--- src/fkv_pkg.sv ---
// ----------------------------------------------------------------------------
// fkv_pkg
// Shared types and constants of the FNV-1 hashed key/value table.
// ----------------------------------------------------------------------------
package fkv_pkg;

    localparam int SLOTS         = 256;
    localparam int MAX_KEY_BYTES = 8;
    localparam int VALUE_BITS    = 32;

    localparam int SLOT_W  = $clog2(SLOTS);
    localparam int COUNT_W = $clog2(SLOTS + 1);
    localparam int KEY_W   = 8 * MAX_KEY_BYTES;
    localparam int LEN_W   = 4;
    localparam int DATA_W  = 32;
    localparam int ENTRY_W = 2 + KEY_W + LEN_W + VALUE_BITS;

    localparam logic [31:0] FNV_BASIS = 32'h811c9dc5;
    localparam logic [31:0] FNV_MULT  = 32'h01000193;

    typedef enum logic [1:0] {
        KIND_INSERT  = 2'd0,
        KIND_LOOKUP  = 2'd1,
        KIND_REMOVE  = 2'd2,
        KIND_REPLACE = 2'd3
    } t_kind;

    typedef enum logic [1:0] {
        ST_DONE    = 2'd0,
        ST_PRESENT = 2'd1,
        ST_ABSENT  = 2'd2,
        ST_FULL    = 2'd3
    } t_status;

    typedef enum logic [1:0] {
        MARK_EMPTY = 2'd0,
        MARK_LIVE  = 2'd1,
        MARK_TOMB  = 2'd2,
        MARK_UNUSED = 2'd3
    } t_mark;

    typedef enum logic [2:0] {
        S_IDLE,
        S_HASH,
        S_READ,
        S_CHECK,
        S_COMMIT
    } t_state;

    typedef struct packed {
        logic load;
        logic hash_step;
        logic probe_init;
        logic mem_read;
        logic check;
        logic commit;
    } t_cmd;

    typedef struct packed {
        logic hash_done;
        logic probe_stop;
        logic out_free;
    } t_stat;

endpackage

--- src/fkv_ctrl.sv ---
// ----------------------------------------------------------------------------
// fkv_ctrl
// Sequencer: load request, hash byte by byte, probe the table, commit result.
// ----------------------------------------------------------------------------
module fkv_ctrl (
    input  logic          i_clk,
    input  logic          i_rst_n,
    input  logic          i_valid,
    input  fkv_pkg::t_stat i_stat,
    output fkv_pkg::t_cmd  o_cmd,
    output logic          o_ready
);

    fkv_pkg::t_state r_state, n_state;

    always_ff @(posedge i_clk) begin
        if (!i_rst_n) begin
            r_state <= fkv_pkg::S_IDLE;
        end else begin
            r_state <= n_state;
        end
    end

    always_comb begin
        n_state = r_state;
        o_cmd   = '0;
        o_ready = 1'b0;
        case (r_state)
            fkv_pkg::S_IDLE: begin
                o_ready = 1'b1;
                if (i_valid) begin
                    o_cmd.load = 1'b1;
                    n_state    = fkv_pkg::S_HASH;
                end
            end
            fkv_pkg::S_HASH: begin
                if (i_stat.hash_done) begin
                    o_cmd.probe_init = 1'b1;
                    n_state          = fkv_pkg::S_READ;
                end else begin
                    o_cmd.hash_step = 1'b1;
                end
            end
            fkv_pkg::S_READ: begin
                o_cmd.mem_read = 1'b1;
                n_state        = fkv_pkg::S_CHECK;
            end
            fkv_pkg::S_CHECK: begin
                o_cmd.check = 1'b1;
                n_state     = i_stat.probe_stop ? fkv_pkg::S_COMMIT : fkv_pkg::S_READ;
            end
            fkv_pkg::S_COMMIT: begin
                // hold here until the output register can take the result
                if (i_stat.out_free) begin
                    o_cmd.commit = 1'b1;
                    n_state      = fkv_pkg::S_IDLE;
                end
            end
            default: begin
                n_state = fkv_pkg::S_IDLE;
            end
        endcase
    end

endmodule

--- config.mk ---
export PLATFORM = sky130hd
export DESIGN_NAME = fkv_ctrl
export DESIGN_NICKNAME = d
export VERILOG_FILES = /design/src/fkv_pkg.sv /design/src/fkv_ctrl.sv
export SDC_FILE = /design/constraint.sdc
export NUM_CORES = 1
export LEC_CHECK = 0
export ABC_AREA = 1
export CORE_AREA = 2 2 39 41
export CTS_CLUSTER_SIZE = 28
export DETAILED_ROUTE_END_ITERATION = 10
export DIE_AREA = 0 0 41 43
export DONT_BUFFER_PORTS = 1
export HOLD_SLACK_MARGIN = 0.05
export PLACE_DENSITY_LB_ADDON = 0.3
export SYNTH_ARGS = -nofsm -noshare
export SYNTH_HDL_FRONTEND = slang
export SYNTH_SLANG_ARGS = --single-unit
--- constraint.sdc ---
create_clock -name i_clk -period 2.66 [get_ports i_clk]
set_input_delay 0.133 -clock i_clk [delete_from_list [all_inputs] [get_ports i_clk]]
set_output_delay 0.133 -clock i_clk [all_outputs]
set_load 0.02 [all_outputs]
Word-level counts from Yosys, hierarchy flattened
Cells that the tools add are included.
Storage, ports and cells
  flip-flop bits (word level): 3
  bits in latches: 0
  memory bits (writable): 0
  ROM bits: 0
  output and inout bits: 7
  memories kept: 0
Cells by class
  add/sub/neg operators: 0
  multipliers: 0
  div/mod/pow operators: 0
  order comparisons: 0
  eq/ne operators: 7
  shift-type cells: 0
  mux-type cells: 15
  bitwise operators: 0
  reductions and logical operators: 2
Operator list (number)
  $pmux 3 s5: 1
  $mux 3: 4
  $mux 1: 9
  $eq 3x2->1 const B: 2
  $ne 2x2->1 const B: 3
  $eq 3x1->1 const B: 1
  $eq 3x3->1 const B: 1
  $logic_not 3->1: 1
  $reduce_and 3->1: 1
  $mux 2: 1

Longest topological paths before layout
Gate-level depths: netlist (run 1).
  depth after elaboration: 3
  gate-level depth with buffers: 7
  mapped depth without buffers: 6

Least setup slack after synthesis (run 1)
OpenSTA, ideal clock, no wires.
  path kind: register to output
  from: register r_state[0]
  to: output o_cmd[3] (netlist bit)
  arrival time: 1.169 ns
  data required time: 2.527 ns
  setup slack: 1.358 ns
  stages on the path, launching flop included: 3
  buffers on the path: 0
  path through: dfxtp_1 > inv_2 > nor4_1
RTL lines
  start: declaration: RTL line fkv_ctrl.sv:14  | fkv_pkg::t_state r_state, n_state;
  start signal: assignment: RTL line fkv_ctrl.sv:18  | r_state <= fkv_pkg::S_IDLE;
  start signal: assignment: RTL line fkv_ctrl.sv:20  | r_state <= n_state;
  end: declaration: RTL line fkv_ctrl.sv:10  | output fkv_pkg::t_cmd o_cmd,

Worst setup path in the final report (run 1)
  from: register r_state[1]
  to: register r_state[2]
Between the ends
  cells in the longest elaborated chain, start to end: 3
RTL lines
  $eq 3x1->1 (tied with other cells): RTL line fkv_ctrl.sv:28  | case (r_state)
  $ne 2x2->1 (no source line)
  $reduce_and 3->1 (no source line)
Parallel ways exist; a longest one is shown, timed or not.
A chain may end at the register's enable or synchronous reset.

==> results of run 1 <==
-- layer usage --
metal	up-vias	wire [µm]
met2	13	249
met4	0	0
met3	0	66
met1	98	223
met5	-	0
li1	124	-
-- cells in the mapped netlist --
master and n:
dfxtp_1 3, nor4_1 1, nand3_2 3, nor3_1 4, nor3_4 1, nand3_1 3, clkinv_1 1, nor2_2 2
a21oi_1 1, nand2_1 3, inv_2 2, buf_6 1, nor2_1 4, inv_1 6
-- metrics by stage --
step | util | std cells
2_1_floorplan | - | 35
3_3_place_gp | 0.1826 | 51
3_5_place_dp | 0.1826 | 51
4_1_cts | 0.2161 | 57
5_1_grt | 0.2161 | 57
6_report | 0.2161 | 57
-- tightest hold or removal path, delay by kind of cell --
kind / cells / cell delay [ns]
and+or+nand+nor: 3 / 0.20
-- worst max path at each step --
stage                            end  depth (start not counted)  slack, ns       start
after global routing      r_state[2]                          5       0.92  r_state[1]
after detailed placement    o_cmd[0]                          2       1.30  r_state[2]
after CTS                 r_state[2]                          5       1.04  r_state[1]
after floorplan             o_cmd[3]                          2       1.36  r_state[0]
after global placement      o_cmd[5]                          3       1.32  r_state[1]
final                     r_state[2]                          5       1.04  r_state[1]
-- what timing repair did --
| action | 4_1_cts | 5_1_grt |
|---|---|---|
| hold buffers | 2 | 0 |
| gates resized for setup | 0 | 0 |
| endpoints found under the setup margin | 0 | 0 |
| endpoints found under the hold margin | 3 | 0 |
| buffers inserted | 0 | 0 |
-- power groups by stage --
| stage | clock [µW] | combinational (µW) | sequential, µW |
|---|---|---|---|
| finish | 78.2 | 80.0 | 63.2 |
| global route | 88.2 | 87.9 | 65.0 |
| CTS | 82.5 | 80.6 | 63.2 |
| detailed placement | 0 | 78.5 | 63.9 |
| global placement | 0 | 79.7 | 64.2 |
| floorplan | 0 | 69.2 | 60.2 |
-- cells by family after synthesis --
kind of cell	count (synthesis)	share of synthesized area
compound gates	1	0.02114
simple gates	21	0.5344
buf+inv	10	0.1905
flops	3	0.2540
-- area by class of cell --
type,count,share of cell area
clock buffers,4,0.08787
well taps,16,0.06695
multi-input cells,22,0.4393
flip-flops and latches,3,0.2008
inverters,9,0.1130
repair buffers,3,0.09205
==> flow_summary.ini, run 1 <==
[global_route]
gr-usage-met3 = 0.04188
grt_pass1_wl_um = 793
grt_max_degree = 10
busiest_layer = met2
grt-ovfl-total = 0
antenna_found_initial = 0
grt_pass1_vias = 214
met1_usage = 0.07372
track_usage = 0.07222
grtUsageMet2 = 0.09063

[place]
gp_congestion = 0.5915
dp_hpwl_um = 422.6
portBuffers = 0
dp_slack_ns = 1.302
postPlaceCellArea_um2 = 252.7

[floorplan]
die_h_um = 43
die_width_um = 41
coreArea_mm2 = 0.001384
initial_core_util = 0.1709
io_pins = 13
die_area_mm2 = 0.001763
rows = 14

[worst_hold_path]
hold_path_end = r_state[1]
hp-start = i_stat[1]
hold_depth = 3
min_path_type = in -> reg

[layout]
largest_register_ffs = 3
multiInputGateArea_um2 = 131.4
seq_area_um2 = 60.06
diodes = 0
design_area_um2 = 299.0
drive_above_1_share = 0.2927
largest-register = r_state
fillers = 168
reg_top3 = r_state: 3 flops
layout_common_cells = inv_1 (6), nor3_1 (4), nor2_1 (4)
synthToLayoutAreaGrowth_pct = 26.46
final_common_cell = inv_1
nets = 48

[timing]
fin_setup_tns_ns = 0
timing.hold.ws_ns = 0.1444
setup_ws_ns = 1.037
period_minus_slack_ns = 1.623
fmax_mhz = 616.3
setup_viol = 0
tightest_slew_ns = 0.6612
max_slew_margin = 0.5558
timing_hold_violations_final = 0
drv_slew = 0
rsz0062_at_grt = false
timing.final.crit_share = 0.6100
finalClockSkew_ns = 0.002950

[worst_setup_path]
cp_num_buf_inv = 2
slowest_stage = dlygate4sd3_1
start_kind = flop
arrival_ns = 1.79
cpLargestDelayFamily = buffers and inverters
worstReg2RegStart = r_state[1]
cp_max_fo = 5
ff2ff_path_depth = 5
critPathCaptureType = flop
crit_chain = inv_2 -> nor3_4 -> nand2_1 -> a21oi_1 -> dlygate4sd3_1
path_class = reg -> reg
reg2reg_to = r_state[2]
r2r_slack_ns = 1.04
critPathMaxStageDelay_ns = 0.55
worstPathRequired_ns = 2.83

[clocking]
cts_sinks = 3
cts_tree = yes
clk_pin_slew_ns = 0.04
cts_root_buffer = clkbuf_4
clkLatencyLatePin_ns = 0.23
clk_path_buf_depth = 2
h-tree-depth = 1
cts_buffers = 3

[detailed_routing]
wirelength_um = 540
dr.pass1.iters = 4
routed_via_density = 4.123
drt_iter0_markers = 4
vias = 235
wl_per_cell_um = 9.474
drc = 0
route.antenna.remaining_nets = 0

[yosys]
yosysWarnings = 0
synth.area.top_cells = dfxtp_1 (25%), nand3_2 (13%), inv_1 (9.5%)
yosysTopAreaCell = dfxtp_1
syn_area_um2 = 236.5
avgSynthCellArea_um2 = 6.756
ys_ff_latch = 3
ys_types = 14
syn_nets = 41
yosysSeqAreaShare = 0.2540
yosysTopAreaCellShare = 0.2540
synthCells = 35

[power]
p_switching_uw = 90.88
power_density_mw_per_mm2 = 740.5
p_comb_frac = 0.361
peakVddDrop_v = 0.0001207
p_int_uw = 130.5
clkPwrFrac = 0.353
pwr-share-seq = 0.286
p_total_uw = 221.4
leakage_uw = 0.0001355
switching_share = 0.4104

[run_status]
status = finished, final reports clean

[run]
max_cap_viol_count = 0
Power figures use the tool's default switching activity.
==> inputs of run 2 (changes only) <==
Clock period 2.66 ns to 1.32 ns, I/O delays scaled along.
==> run 2 against run 1 <==
Effect of this change:
- cell count is 8.8% higher
- sequential share of layout area is 1.6 points lower
- critical path depth is 2 lower
- via count is 6.8% higher
- utilization is 2.9 points higher
- worst setup slack worse by 0.94 ns
- combinational power is 140% higher
- sequential cell count stayed put
- first-iteration DRC count is 50% higher
- non-clock buffer count is 5 higher
- critical path type is now reg -> out
- critical endpoint is now o_ready
- highest routed layer unchanged
==> flow_summary.ini, run 2 (synthesis gave the netlist of run 1 again) <==
[power]
peakVddDrop_v = 0.0003516
power_density_mw_per_mm2 = 1414
leakage_uw = 0.0001591
p_total_uw = 479.5

[detailed_routing]
drc = 0
route.antenna.remaining_nets = 0
drt_iter0_markers = 6
routed_via_density = 4.048
vias = 251
wl_per_cell_um = 9.258
dr.pass1.iters = 3
wirelength_um = 574

[layout]
finalCoreUtilization = 0.2450
stdcell_count = 62
reg_top3 = r_state: 3 flops
layout_common_cells = inv_1 (6), buf_4 (6), nor3_1 (4), nor2_1 (4)
synthToLayoutAreaGrowth_pct = 43.39
nets = 53
largest_register_ffs = 3
diodes = 0
drive_above_1_share = 0.4130
largest-register = r_state

[worst_hold_path]
min_path_type = in -> reg
hold_path_end = r_state[2]
hp-start = i_stat[0]
hold_depth = 3

[clocking]
cts_root_buffer = clkbuf_4
cts_sinks = 3
cts_tree = yes
clk_pin_slew_ns = 0.03
clk_path_buf_depth = 2
clkLatencyLatePin_ns = 0.23
cts_buffers = 3
h-tree-depth = 1

[global_route]
antenna_found_initial = 0
track_usage = 0.08233
grt_max_degree = 10
grt_pass1_wl_um = 903
grt_pass1_vias = 233
grt-ovfl-total = 0

[timing]
tightest_slew_ns = 0.3869
setup_viol = 0
fin_setup_tns_ns = 0
fmax_mhz = 821.1
timing_hold_violations_final = 0
period_minus_slack_ns = 1.218
finalClockSkew_ns = 0.002716
timing.final.crit_share = 0.9227
max_slew_margin = 0.7411
rsz0062_at_grt = true
drv_slew = 0

[worst_setup_path]
worstPathRequired_ns = 1.25
reg2reg_to = r_state[0]
start_kind = flop
path_class = reg -> out
cp_max_fo = 6
ff2ff_path_depth = 6
worstReg2RegStart = r_state[1]
r2r_slack_ns = 0.24
critPathCaptureType = primary output
arrival_ns = 1.15

[floorplan]
die_h_um = 43
die_width_um = 41
die_area_mm2 = 0.001763
initial_core_util = 0.1709
coreArea_mm2 = 0.001384
rows = 14
io_pins = 13

[place]
placed_cells = 55
dp_hpwl_um = 438.5
gp_congestion = 0.6592
portBuffers = 0

[run]
max_cap_viol_count = 0

[run_status]
status = finished, final reports clean
-- run 2: cell count changes in the layout (fill, tap and decap cells not counted) --
cell,change
dfxtp_1,-2
buf_4,+5
dfxtp_2,+2
-- run 2: stage by stage --
step,cell area [µm²],hold slack (ns),setup WS [ns]
finish,339.1,0.06799,0.1021
global route,339.1,0.06714,-0.01053
CTS,337.8,0.05154,0.03258
detailed placement,282.8,0.2087,0.1814
global placement,282.8,0.2057,0.1980
floorplan,236.5,0.1983,0.08527
-- run 2: routing by layer --
layer | track usage | wire length (µm) | share of wire
met2 | 0.1031 | 262 | 0.46
met4 | 0.08000 | 0 | 0
met5 | 0 | 0 | 0
met1 | 0.09003 | 262 | 0.46
met3 | 0.04712 | 48 | 0.084
-- run 2: worst max path at each step --
stage	end	from	slack, ns	depth (start not counted)
finish	o_ready	r_state[0]	0.10	3
global route	o_cmd[5]	r_state[1]	-0.01	4
CTS	o_cmd[3]	r_state[0]	0.03	3
detailed placement	r_state[0]	r_state[2]	0.18	5
global placement	r_state[0]	r_state[2]	0.20	5
floorplan	o_cmd[3]	r_state[0]	0.09	2
-- run 2: where the power goes --
part	leakage (µW)	internal [µW]	switching (µW)
Combinational	0.000119	73.1	121
Clock	0.0000150	113	44.7
Sequential	0.0000254	106	22.2
-- run 2: worst max-delay path, stage by stage (launching register included) --
cell	delay, ns
dfxtp_2	0.34
nor2_2	0.13
clkinv_1	0.12
nor2_1	0.33
-- run 2: final cells by class --
cell class,count,area (µm²)
multi-input cells,22,131.4
inverters,9,33.78
fillers,165,1045
repair buffers,8,65.06
well taps,16,20.02
clock buffers,4,26.28
flip-flops and latches,3,62.56
-- run 2: what timing repair did --
action,4_1_cts,5_1_grt
pin swaps,1,0
resized for setup,1,1
buffers inserted,1,0
hold buffers,2,0
endpoints found under the hold margin,3,0
setup endpoints to repair,3,4
